$ cat src/hw/rtl/rpn_pkg.sv
package rpn_pkg;

  // Stack geometry
  localparam int unsigned STACK_DEPTH = 16;
  localparam int unsigned LVL_W       = $clog2(STACK_DEPTH + 1);
  localparam int unsigned IDX_W       = $clog2(STACK_DEPTH);

  // Q16.16 datapath
  localparam int unsigned Q_W    = 32;
  localparam int unsigned FRAC_W = 16;
  localparam int unsigned DVD_W  = Q_W + FRAC_W;
  localparam int unsigned CNT_W  = $clog2(DVD_W);

  localparam logic [CNT_W-1:0] MUL_LAST = CNT_W'(Q_W - 1);
  localparam logic [CNT_W-1:0] DIV_LAST = CNT_W'(DVD_W - 1);

  localparam logic [4:0]     MAX_PUSH_RST = 5'd16;
  localparam logic [Q_W-1:0] Q_MAX        = 32'h7FFF_FFFF;
  localparam logic [Q_W-1:0] Q_MIN        = 32'h8000_0000;

  typedef enum logic [2:0] {
    OP_PUSH  = 3'd0,
    OP_ADD   = 3'd1,
    OP_SUB   = 3'd2,
    OP_MUL   = 3'd3,
    OP_DIV   = 3'd4,
    OP_READ  = 3'd5,
    OP_CLEAR = 3'd6
  } op_e;

  typedef enum logic [2:0] {
    ST_OK    = 3'd0,
    ST_UNDER = 3'd1,
    ST_DIVZ  = 3'd2,
    ST_MANY  = 3'd3,
    ST_LEFT  = 3'd4
  } status_e;

  typedef enum logic [1:0] {
    S_IDLE,
    S_LOAD,
    S_CALC,
    S_DONE
  } seq_state_e;

  typedef enum logic [1:0] {
    A_IDLE,
    A_MUL,
    A_DIV,
    A_FIN
  } alu_state_e;

  typedef struct packed {
    logic start;
    op_e  op;
  } alu_req_t;

  typedef struct packed {
    logic           done;
    logic [Q_W-1:0] res;
  } alu_rsp_t;

  // Apply sign to a magnitude and clamp to the Q16.16 range.
  function automatic logic [Q_W-1:0] sat_mag(input logic [DVD_W-1:0] m, input logic neg);
    logic [Q_W-1:0] r;
    if (neg) begin
      if (m > DVD_W'(Q_MIN)) r = Q_MIN;
      else r = Q_W'(0) - m[Q_W-1:0];
    end else begin
      if (m > DVD_W'(Q_MAX)) r = Q_MAX;
      else r = m[Q_W-1:0];
    end
    return r;
  endfunction

endpackage

$ cat src/hw/rtl/rpn_stack_calculator.sv
// Channel   Direction  Handshake                Payload
// in        input      in_valid_i / in_ready_o  op_i, operand_i
// out       output     out_valid_o / out_ready_i top_value_o, status_o, depth_o
// cfg       input      cfg_we_i (no wait)       cfg_wdata_i (max_pushes)
//
// One command at a time. Push, read, clear and a refused command go straight to the done
// state; divide by zero passes the load state first. Add and subtract use the ALU's
// saturating adder; multiply and divide use the shared 33-bit adder in rpn_alu, one bit per
// cycle (32 multiply steps, 48 divide steps).
// The next command is taken while a result still waits in the output register.
// Reset clears the stack level, the push count and the output valid; max_pushes is 16.
module rpn_stack_calculator (
  input  logic                    clk_i,
  input  logic                    rst_ni,
  input  logic                    in_valid_i,
  output logic                    in_ready_o,
  input  logic [2:0]              op_i,
  input  logic signed [31:0]      operand_i,
  output logic                    out_valid_o,
  input  logic                    out_ready_i,
  output logic signed [31:0]      top_value_o,
  output logic [2:0]              status_o,
  output logic [4:0]              depth_o,
  input  logic                    cfg_we_i,
  input  logic [4:0]              cfg_wdata_i
);
  import rpn_pkg::*;

  seq_state_e       state_q, state_d;
  op_e              op_q;
  logic [Q_W-1:0]   opnd_q;
  logic [Q_W-1:0]   res_q;
  logic [Q_W-1:0]   top_q;
  logic [LVL_W-1:0] level_q;
  logic [4:0]       push_cnt_q;
  logic [4:0]       max_q;

  logic             out_valid_q;
  logic [Q_W-1:0]   out_top_q;
  status_e          out_status_q;
  logic [4:0]       out_depth_q;

  logic             commit;
  logic             in_bin;
  logic [LVL_W-1:0] lvl_m2;
  logic [LVL_W-1:0] lvl_n;
  logic [4:0]       push_n;
  logic [Q_W-1:0]   top_n;
  status_e          st_n;
  logic             wr_en;
  logic [IDX_W-1:0] waddr;
  logic [Q_W-1:0]   wdata;
  logic             mem_we;
  logic [Q_W-1:0]   rdata;

  alu_req_t         alu_req;
  alu_rsp_t         alu_rsp;

  assign lvl_m2 = level_q - LVL_W'(2);
  assign in_bin = (op_i == OP_ADD) || (op_i == OP_SUB) || (op_i == OP_MUL) ||
                  (op_i == OP_DIV);

  // Sequencer
  always_comb begin
    state_d       = state_q;
    in_ready_o    = (state_q == S_IDLE);
    alu_req.start = 1'b0;
    alu_req.op    = op_q;
    commit        = 1'b0;
    unique case (state_q)
      S_IDLE: begin
        if (in_valid_i) begin
          if (in_bin && level_q >= LVL_W'(2)) state_d = S_LOAD;
          else state_d = S_DONE;
        end
      end
      S_LOAD: begin
        // left operand is in the read register now; skip the unit on divide by zero
        if (op_q == OP_DIV && top_q == '0) begin
          state_d = S_DONE;
        end else begin
          alu_req.start = 1'b1;
          state_d       = S_CALC;
        end
      end
      S_CALC: if (alu_rsp.done) state_d = S_DONE;
      S_DONE: begin
        if (!out_valid_q || out_ready_i) begin
          commit  = 1'b1;
          state_d = S_IDLE;
        end
      end
      default: state_d = S_IDLE;
    endcase
  end

  // Stack update for the command in hand
  always_comb begin
    lvl_n  = level_q;
    push_n = push_cnt_q;
    top_n  = top_q;
    st_n   = ST_OK;
    wr_en  = 1'b0;
    waddr  = level_q[IDX_W-1:0];
    wdata  = opnd_q;
    unique case (op_q)
      OP_PUSH: begin
        if (push_cnt_q >= max_q || level_q >= LVL_W'(STACK_DEPTH)) begin
          st_n = ST_MANY;
        end else begin
          wr_en  = 1'b1;
          lvl_n  = level_q + LVL_W'(1);
          push_n = push_cnt_q + 5'd1;
          top_n  = opnd_q;
        end
      end
      OP_ADD, OP_SUB, OP_MUL, OP_DIV: begin
        if (level_q < LVL_W'(2)) begin
          st_n = ST_UNDER;
        end else if (op_q == OP_DIV && top_q == '0) begin
          st_n = ST_DIVZ;
        end else begin
          wr_en = 1'b1;
          waddr = lvl_m2[IDX_W-1:0];
          wdata = res_q;
          lvl_n = level_q - LVL_W'(1);
          top_n = res_q;
        end
      end
      OP_READ: begin
        if (level_q == '0) st_n = ST_UNDER;
        else if (level_q > LVL_W'(1)) st_n = ST_LEFT;
      end
      OP_CLEAR: begin
        lvl_n  = '0;
        push_n = '0;
      end
      default: ;
    endcase
  end

  assign mem_we = commit && wr_en;

  always_ff @(posedge clk_i or negedge rst_ni) begin
    if (!rst_ni) begin
      state_q     <= S_IDLE;
      level_q     <= '0;
      push_cnt_q  <= '0;
      max_q       <= MAX_PUSH_RST;
      out_valid_q <= 1'b0;
    end else begin
      state_q <= state_d;
      if (cfg_we_i) max_q <= cfg_wdata_i;
      if (commit) begin
        level_q     <= lvl_n;
        push_cnt_q  <= push_n;
        out_valid_q <= 1'b1;
      end else if (out_ready_i) begin
        out_valid_q <= 1'b0;
      end
    end
  end

  always_ff @(posedge clk_i) begin
    if (in_valid_i && in_ready_o) begin
      op_q   <= op_e'(op_i);
      opnd_q <= operand_i;
    end
    if (alu_rsp.done) res_q <= alu_rsp.res;
    if (commit) begin
      top_q        <= top_n;
      out_top_q    <= (lvl_n != '0) ? top_n : '0;
      out_status_q <= st_n;
      out_depth_q  <= 5'(lvl_n);
    end
  end

  rpn_stack_mem #(
    .DEPTH(STACK_DEPTH),
    .WIDTH(Q_W)
  ) u_mem (
    .clk_i  (clk_i),
    .we_i   (mem_we),
    .waddr_i(waddr),
    .wdata_i(wdata),
    .raddr_i(lvl_m2[IDX_W-1:0]),
    .rdata_o(rdata)
  );

  rpn_alu u_alu (
    .clk_i (clk_i),
    .rst_ni(rst_ni),
    .req_i (alu_req),
    .a_i   (rdata),
    .b_i   (top_q),
    .rsp_o (alu_rsp)
  );

  assign out_valid_o = out_valid_q;
  assign top_value_o = out_top_q;
  assign status_o    = out_status_q;
  assign depth_o     = out_depth_q;

`ifndef NO_ASSERTIONS
  a_level_bound: assert property (@(posedge clk_i) disable iff (!rst_ni)
    level_q <= LVL_W'(STACK_DEPTH))
    else $error("stack level beyond depth");
  a_write_commit: assert property (@(posedge clk_i) disable iff (!rst_ni)
    mem_we |-> state_q == S_DONE)
    else $error("stack write outside commit");
  a_push_grow: assert property (@(posedge clk_i) disable iff (!rst_ni)
    (commit && op_q == OP_PUSH && st_n == ST_OK) |=> level_q == $past(level_q) + LVL_W'(1))
    else $error("accepted push did not grow the stack");
  a_alu_operands: assert property (@(posedge clk_i) disable iff (!rst_ni)
    alu_req.start |-> level_q >= LVL_W'(2))
    else $error("arithmetic started without two operands");
`endif

endmodule

$ cat src/hw/rtl/rpn_stack_mem.sv
module rpn_stack_mem #(
  parameter int unsigned DEPTH = 16,
  parameter int unsigned WIDTH = 32
) (
  input  logic                     clk_i,
  input  logic                     we_i,
  input  logic [$clog2(DEPTH)-1:0] waddr_i,
  input  logic [WIDTH-1:0]         wdata_i,
  input  logic [$clog2(DEPTH)-1:0] raddr_i,
  output logic [WIDTH-1:0]         rdata_o
);

  logic [WIDTH-1:0] mem [DEPTH];
  logic [WIDTH-1:0] rdata_q;

  always_ff @(posedge clk_i) begin
    if (we_i) begin
      mem[waddr_i] <= wdata_i;
    end
  end

  always_ff @(posedge clk_i) begin
    rdata_q <= mem[raddr_i];
  end

  assign rdata_o = rdata_q;

endmodule

$ cat src/hw/rtl/rpn_alu.sv
module rpn_alu (
  input  logic                    clk_i,
  input  logic                    rst_ni,
  input  rpn_pkg::alu_req_t       req_i,
  input  logic [rpn_pkg::Q_W-1:0] a_i,
  input  logic [rpn_pkg::Q_W-1:0] b_i,
  output rpn_pkg::alu_rsp_t       rsp_o
);
  import rpn_pkg::*;

  alu_state_e       state_q, state_d;
  logic [CNT_W-1:0] cnt_q;
  logic [Q_W-1:0]   hi_q;
  logic [DVD_W-1:0] lo_q;
  logic [Q_W-1:0]   ma_q, mb_q;
  logic             neg_q;
  op_e              op_q;
  logic [Q_W-1:0]   res_q;

  logic [Q_W-1:0]   ma, mb;
  logic [Q_W:0]     add_x, add_y;
  logic             add_sub;
  logic [Q_W+1:0]   add_sum;
  logic             div_ge;
  logic [Q_W:0]     sum_as;
  logic [Q_W-1:0]   sat_as;
  logic [2*Q_W-1:0] prod, prod_rnd;
  logic             prod_neg;
  logic [Q_W-1:0]   fin_res;

  assign ma = a_i[Q_W-1] ? Q_W'(0) - a_i : a_i;
  assign mb = b_i[Q_W-1] ? Q_W'(0) - b_i : b_i;

  // Saturating add and subtract finish in the start cycle
  always_comb begin
    if (req_i.op == OP_SUB) sum_as = {a_i[Q_W-1], a_i} - {b_i[Q_W-1], b_i};
    else sum_as = {a_i[Q_W-1], a_i} + {b_i[Q_W-1], b_i};
    if (sum_as[Q_W] != sum_as[Q_W-1]) sat_as = sum_as[Q_W] ? Q_MIN : Q_MAX;
    else sat_as = sum_as[Q_W-1:0];
  end

  // Shared adder: shift-add multiply step or restoring divide step
  always_comb begin
    if (state_q == A_DIV) begin
      add_x   = {hi_q, lo_q[DVD_W-1]};
      add_y   = {1'b0, mb_q};
      add_sub = 1'b1;
    end else begin
      add_x   = {1'b0, hi_q};
      add_y   = lo_q[0] ? {1'b0, ma_q} : '0;
      add_sub = 1'b0;
    end
    add_sum = {1'b0, add_x} + {1'b0, add_sub ? ~add_y : add_y} + (Q_W+2)'(add_sub);
  end

  assign div_ge = add_sum[Q_W+1];

  // Floor rounding of the product: round the magnitude up when negative
  always_comb begin
    prod     = {hi_q, lo_q[Q_W-1:0]};
    prod_neg = neg_q && (prod != '0);
    prod_rnd = prod_neg ? prod + (2*Q_W)'(16'hFFFF) : prod;
    unique case (op_q)
      OP_MUL:  fin_res = sat_mag(prod_rnd[2*Q_W-1:FRAC_W], prod_neg);
      OP_DIV:  fin_res = sat_mag(lo_q, neg_q);
      default: fin_res = res_q;
    endcase
  end

  always_comb begin
    state_d = state_q;
    unique case (state_q)
      A_IDLE: begin
        if (req_i.start) begin
          priority case (req_i.op)
            OP_MUL:  state_d = A_MUL;
            OP_DIV:  state_d = A_DIV;
            default: state_d = A_FIN;
          endcase
        end
      end
      A_MUL:   if (cnt_q == MUL_LAST) state_d = A_FIN;
      A_DIV:   if (cnt_q == DIV_LAST) state_d = A_FIN;
      A_FIN:   state_d = A_IDLE;
      default: state_d = A_IDLE;
    endcase
  end

  always_ff @(posedge clk_i or negedge rst_ni) begin
    if (!rst_ni) begin
      state_q <= A_IDLE;
      cnt_q   <= '0;
    end else begin
      state_q <= state_d;
      if (state_q == A_IDLE) cnt_q <= '0;
      else cnt_q <= cnt_q + CNT_W'(1);
    end
  end

  always_ff @(posedge clk_i) begin
    unique case (state_q)
      A_IDLE: begin
        if (req_i.start) begin
          op_q  <= req_i.op;
          ma_q  <= ma;
          mb_q  <= mb;
          neg_q <= a_i[Q_W-1] ^ b_i[Q_W-1];
          hi_q  <= '0;
          res_q <= sat_as;
          if (req_i.op == OP_DIV) lo_q <= {ma, FRAC_W'(0)};
          else lo_q <= {FRAC_W'(0), mb};
        end
      end
      A_MUL: begin
        hi_q <= add_sum[Q_W:1];
        lo_q <= {FRAC_W'(0), add_sum[0], lo_q[Q_W-1:1]};
      end
      A_DIV: begin
        hi_q <= div_ge ? add_sum[Q_W-1:0] : add_x[Q_W-1:0];
        lo_q <= {lo_q[DVD_W-2:0], div_ge};
      end
      default: ;
    endcase
  end

  assign rsp_o.done = (state_q == A_FIN);
  assign rsp_o.res  = fin_res;

`ifndef NO_ASSERTIONS
  a_start_idle: assert property (@(posedge clk_i) disable iff (!rst_ni)
    req_i.start |-> state_q == A_IDLE)
    else $error("alu start while busy");
  a_div_bound: assert property (@(posedge clk_i) disable iff (!rst_ni)
    state_q == A_DIV |-> cnt_q <= DIV_LAST)
    else $error("divide step count overrun");
  a_mul_bound: assert property (@(posedge clk_i) disable iff (!rst_ni)
    state_q == A_MUL |-> cnt_q <= MUL_LAST)
    else $error("multiply step count overrun");
  a_done_once: assert property (@(posedge clk_i) disable iff (!rst_ni)
    rsp_o.done |=> !rsp_o.done)
    else $error("done held longer than one cycle");
`endif

endmodule
$ cat config.mk
export PLATFORM = sky130hd
export DESIGN_NAME = rpn_stack_calculator
export DESIGN_NICKNAME = d
export VERILOG_FILES = /design/src/hw/rtl/rpn_pkg.sv /design/src/hw/rtl/rpn_stack_calculator.sv /design/src/hw/rtl/rpn_stack_mem.sv /design/src/hw/rtl/rpn_alu.sv
export SDC_FILE = /design/constraint.sdc
export NUM_CORES = 2
export LEC_CHECK = 0
export ABC_AREA = 1
export ABC_CLOCK_PERIOD_IN_PS = 12100
export BUFFER_PORTS_ARGS = -buffer_cell sky130_fd_sc_hd__buf_2
export CORE_UTILIZATION = 37
export CTS_BUF_LIST = sky130_fd_sc_hd__clkbuf_2 sky130_fd_sc_hd__clkbuf_4 sky130_fd_sc_hd__clkbuf_8
export CTS_CLUSTER_SIZE = 24
export DETAILED_ROUTE_END_ITERATION = 10
export PLACE_DENSITY = 0.48
export SLEW_MARGIN = 20
export SYNTH_ARGS = -nofsm -noshare
export SYNTH_HDL_FRONTEND = slang
export SYNTH_SLANG_ARGS = --single-unit
$ cat constraint.sdc
create_clock -name clk_i -period 12.1 [get_ports clk_i]
set_input_delay 2.42 -clock clk_i [delete_from_list [all_inputs] [get_ports clk_i]]
set_output_delay 2.42 -clock clk_i [all_outputs]
set_load 0.05 [all_outputs]
## Yosys cells after proc, flatten, opt, wreduce, memory -nomap -nowiden

Memory sizes are Yosys's and may differ from the RTL's. A register that Yosys moved wholly into a read port is not among the register bits.
Cells that the tools add are included.

| cells by class | value |
|---|---|
| bitwise logic cells | 2 |
| add/sub/neg operators | 14 |
| multiplexer cells | 69 |
| equal/unequal tests | 28 |
| reductions and logical operators | 27 |
| order comparisons | 9 |

Operators with widths:

| cell | number |
|---|---|
| $mux 32 | 19 |
| $pmux 48 s3 | 1 |
| $mux 33 | 4 |
| $pmux 32 s2 | 2 |
| $sub 1x32->32 const A | 4 |
| $gt 48x31->1 const B | 2 |
| $gt 48x32->1 const B | 2 |
| $mux 48 | 2 |
| $pmux 32 s3 | 1 |
| $add 64x16->64 const B | 1 |
| $mux 64 | 1 |
| $reduce_bool 64->1 | 1 |
| $add 33x33->34 | 1 |
| $add 34x1->34 | 1 |
| $add 32x32->33 | 1 |
| $not 33->33 | 1 |
| $sub 32x32->33 | 1 |
| $logic_not 32->1 | 1 |
| $mux 2 | 10 |
| $mux 5 | 4 |
| $pmux 2 s4 | 2 |
| $eq 3x2->1 const B | 5 |
| $eq 3x3->1 const B | 5 |
| $pmux 5 s3 | 1 |
| other kinds (38) | 76 |

| storage, ports and cells | value |
|---|---|
| bits in writable memories | 512 |
| input bits | 45 |
| output and inout port bits | 42 |
| logic and storage cells | 171 |
| register bits after elaboration | 345 |
| memories kept | 1 |

Memory list:

| memory | depth | bits a word | rd ports | clocked after memory_dff | wr ports | RTL line | source |
|---|---|---|---|---|---|---|---|
| u_mem.mem | 16 | 32 | 1 | 1 | 1 | rpn_stack_mem.sv:13 | `logic [WIDTH-1:0] mem [DEPTH];` |

## Longest topological paths before layout

| logic depth | value |
|---|---|
| word-level depth | 8 |
| gate-level depth with buffers | 27 |
| depth with buffers taken out | 25 |

## Cells and area by module

From an unflattened synthesis, not the netlist that was laid out.

| unflattened totals | value |
|---|---|
| cell total of the unflattened synthesis | 5998 |
| area, all modules | 50124.3 sq um |

By module, submodules not included:

| module | times used | cells an instance | seq. area each (sq um) | area an instance (sq um) |
|---|---|---|---|---|
| rpn_stack_mem | 1 | 2120 | 16015.4 | 22738.1 |
| rpn_alu | 1 | 3196 | 5605.4 | 20264.4 |
| rpn_stack_calculator | 1 | 682 | 4625.7 | 7121.8 |

## Least setup slack after synthesis

Ideal clock, no wire load.

| path | value |
|---|---|
| kind | reg-to-reg |
| start | reg top_q[0] |
| end | reg u_alu.ma_q[0] (enable) |
| arrival | 5.475 ns |
| setup time | 0.562 ns |
| buffers on the path | 0 |
| data required time | 11.538 ns |
| stages on the path, launching flop included | 12 |
| clock period less this slack | 6.037 ns |
| setup slack | 6.063 ns |
| cells stage by stage | edfxtp_1 -> inv_1 -> ha_1 -> nand3_2 -> nor3_4 -> nand2_1 -> nor2_2 -> nand3_2 -> nor3_4 -> inv_2 -> nand2_1 -> nor2_1 |

| between the ends | value |
|---|---|
| longest elaborated chain between the ends | 5 |

Ends and longest elaborated chain:

| element | RTL line | source |
|---|---|---|
| from (decl) | rpn_stack_calculator.sv:33 | `logic [Q_W-1:0] top_q;` |
| from (signal assigned) | rpn_stack_calculator.sv:171 | `top_q <= top_n;` |
| $logic_not 32->1 | rpn_stack_calculator.sv:79 | `if (op_q == OP_DIV && top_q == '0) begin` |
| $logic_and 1x1->1 | rpn_stack_calculator.sv:79 |  |
| $mux 1 | rpn_stack_calculator.sv:79 |  |
| $mux 1 | rpn_stack_calculator.sv:70 | `unique case (state_q)` |
| $reduce_and 2->1 (no line) | -- |  |
| to (signal assigned) | rpn_alu.sv:105 | `ma_q <= ma;` |
| to (decl) | rpn_alu.sv:15 | `logic [Q_W-1:0] ma_q, mb_q;` |

No other way between the ends.
A chain may end at the register's enable or synchronous reset.

## Final worst setup path

| path | value |
|---|---|
| start | reg push_cnt_q[0] |
| end | mem u_mem.mem[2][18] (enable) |

| between the ends | value |
|---|---|
| longest elaborated chain between the ends | 7 |

Ends and longest elaborated chain:

| element | RTL line | source |
|---|---|---|
| from (decl) | rpn_stack_calculator.sv:35 | `logic [4:0] push_cnt_q;` |
| from (signal assigned) | rpn_stack_calculator.sv:156 | `push_cnt_q <= push_n;` |
| $ge 5x5->1 | rpn_stack_calculator.sv:108 | `if (push_cnt_q >= max_q \|\| level_q >= LVL_W'(STACK_DEPTH)) begin` |
| $logic_or 1x1->1 | rpn_stack_calculator.sv:108 |  |
| $mux 1 | rpn_stack_calculator.sv:108 |  |
| $pmux 1 s2 | rpn_stack_calculator.sv:106 | `unique case (op_q)` |
| $logic_and 1x1->1 | rpn_stack_calculator.sv:142 | `assign mem_we = commit && wr_en;` |
| $mux 1 | rpn_stack_mem.sv:17 | `if (we_i) begin` |
| $mux 1 (not written as such) | rpn_stack_mem.sv:18 | `mem[waddr_i] <= wdata_i;` |
| to (decl) | rpn_stack_mem.sv:13 |  |

No other way between the ends.

==> out/results.txt <==
CTS tree - done
Post-CTS Setup Bufs - 0
P&R area growth vs syn - 11.6%
DP HPWL - 136000 um
largest net degree at the start of global routing - 84
leakage power - 20.4 nW
Synth top area share - 0.522
Mapped Avg Cell Area - 8.99 um2
placed instance area - 50100 um2
Period minus WS final - 5.64 ns
Clock Latency Late Sink - 0.90 ns
hold depth - 0
met2 Use GR - 0.461
drt via density - 5.52
cts hold-fix bufs - 0
HP Class - reg -> reg
final hold vios - 0
CP Max Fanout - 32
1st-pass router iterations - 5
CP required - 12.58 ns
Core Area - 128000 um2
grt met3 use - 0.0391
Gate Count Post-Synth - 5317
WL final - 185000 um
r2r worst-path depth - 15
starting density of the core - 0.374
sequential-to-total area share from yosys stat - 0.549
Die W - 362 um
Final WS setup - 6.46 ns
RSZ-0062 raised after global routing - false
Worst Skew - 0.0663 ns
first-pass GRT wire length - 266000 um
cell area after layout - 53400 um2
CP endpoint kind - register
pwr dens - 313 nW/um2
slew margin rel. - 0.160
Main synth FF type - edfxtp_1
max cap viols - 0
Core Util, Final - 0.418
WL/cell - 25.8 um
Peak VDD IR - 0.000138 V
synthesis warning total - 0
syn_nets - 5456
CP startpoint kind - register
Remaining Overflow, GRT - 0
# setup viols final - 0
clock sink count - 889
EDFF count, synth - 831
CP cell instances - inv_1, ha_1, o21ai_0, a21boi_0, o21ai_0, nand2_1, a21oi_1, nand2_1, inv_1, nand2_1, nand2_1, clkinv_1, nor2_1, nand3_1, nor2_4
# rows - 131
status - complete, no violations
max reg flops - 512
die area - 131000 um2
number of antenna violations at the first check in global routing - 7
DR DRC count - 0
Vias - 39575
Ports - 87
setup_tns - 0 ns
share of cells above drive strength 1 - 0.0980
GR Util met1 - 0.373
layout net count - 5513
CP max stage delay - 0.97 ns
All-Layer GR Usage - 0.280
Fill cells - 12887
CP delay by family, top - simple AND/OR/NAND/NOR gates
synthesized area - 47800 um2
initial drt markers - 4147
Synth cell types - 68
Routability Congestion - 0.966
H-tree depth - 4
Slowest-stage cell, CP - nor2_4
Critical Path AT - 6.12 ns
most used cell, CP - nand2_1
busiest grt layer - met2
Setup Crit Path Kind - reg -> reg
Root Driver - clkbuf_8
Die Ht - 362 um
Post-CTS Resized - 0
Clock Tree Buf Depth - 3
actual slew at the worst max-slew pin - 1.25 ns
post-route ant nets - 0
Synth area leaders - edfxtp_1 (52%), nand2_1 (9.2%), o21ai_0 (6.2%), nor2_1 (5.5%), inv_1 (3.6%)
# port buffers - 86
synthesized flop and latch total - 889
max-slew violations - 0
final worst-path cycle share - 0.466
FMAX - 0.177 GHz
overall power - 0.0167 W
CP bufs+invs - 3
asr flop ratio synth - 0.0292
Largest Register - u_mem.mem
Num CTS Buffers - 155
leading area contributor after synthesis - edfxtp_1
top flop regs - u_mem.mem x512, u_alu.lo_q x48
clock-pin transition on the worst setup and hold timing paths - 0.06 ns
Crit path depth - 15
post-place setup slack - 6.33 ns
vias in the first global route - 37934
final timing paths:
check | slack, ns | from | end
worst max-delay path | 6.46 | push_cnt_q[0] | u_mem.mem[2][18]
worst min-delay path | 0.46 | op_q[1] | u_alu.op_q[1]
worst max register to register | 6.46 | push_cnt_q[0] | u_mem.mem[2][18]
worst min register to register | 0.46 | op_q[1] | u_alu.op_q[1]
max in group asynchronous | 10.00 | rst_ni | level_q[1]
min in group asynchronous | 1.57 | rst_ni | u_alu.state_q[0]
cell families (layout without fill, tap and decap cells):
logic type	count (synthesis)	count (layout)	synth area share
compound gates	1138	1138	0.139
xor+xnor	135	135	0.0247
fa+ha+maj	94	94	0.0249
buf+inv	722	904	0.0599
flops	889	889	0.549
mux	1	1	0.000235
other cells	0	6	0
simple gates	2338	2338	0.202
layout make-up:
cell class	instances	area [um2]	area share
Antenna cell	6	15.0	0.000281
Clock buffer	208	2600	0.0487
Clock inverter	74	607	0.0114
Inverter	471	1780	0.0333
Multi-Input combinational cell	3706	19000	0.356
Sequential cell	889	26300	0.492
Tap cell	1662	2080	0.0390
Timing Repair Buffer	151	1050	0.0196
cells in the mapped netlist, types with 9 or more instances:
cell type and n:
o22ai_1 56, o21a_1 11, clkinv_1 9, nand4_1 75, dfrtp_1 25, nor2_2 28, nand2_1 1172, o211ai_1 45
clkbuf_1 187, a31oi_1 20, nor3_1 44, edfxtp_1 831, buf_1 14, ha_1 92, a21oi_1 197, xnor2_1 40
o21ai_0 594, inv_1 457, o221ai_1 115, nor2_1 699, dfxtp_1 32, xor2_1 95, o21ai_1 13, nand2_2 12
buf_2 36, nor4_1 14, nand3_1 259
layout by cell type, fill, tap and decap left out, types with 45 or more instances in the layout:
cell type,count
nand3_1,259
a21oi_1,197
buf_2,86
ha_1,89
o22ai_1,56
nor2_1,679
xor2_1,95
clkinv_1,47
inv_1,450
nand2_1,1170
buf_4,57
edfxtp_1,831
clkbuf_8,166
o21ai_0,559
nand4_1,75
o221ai_1,115
o211ai_1,45
power by group:
part / internal (W) / switching, W
registers: 0.00462 / 0.000733
logic: 0.00213 / 0.00635
clock network: 0.00155 / 0.00133
total: 0.00831 / 0.00841
through the flow:
step | instances | hold WS [ns]
6_report | 7167 | 0.456
5_1_grt | 7163 | 0.482
4_1_cts | 7157 | 0.462
3_5_place_dp | 6875 | 0.459
3_3_place_gp | 6871 | 0.453
2_1_floorplan | 5317 | 0.425
per-layer routing:
metal,wire length (um),vias up
met5,13,-
met4,6690,2
met3,10800,275
met2,87600,1322
met1,79700,19384
li1,-,18592
Note: power is estimated with default switching activity, not from simulation.
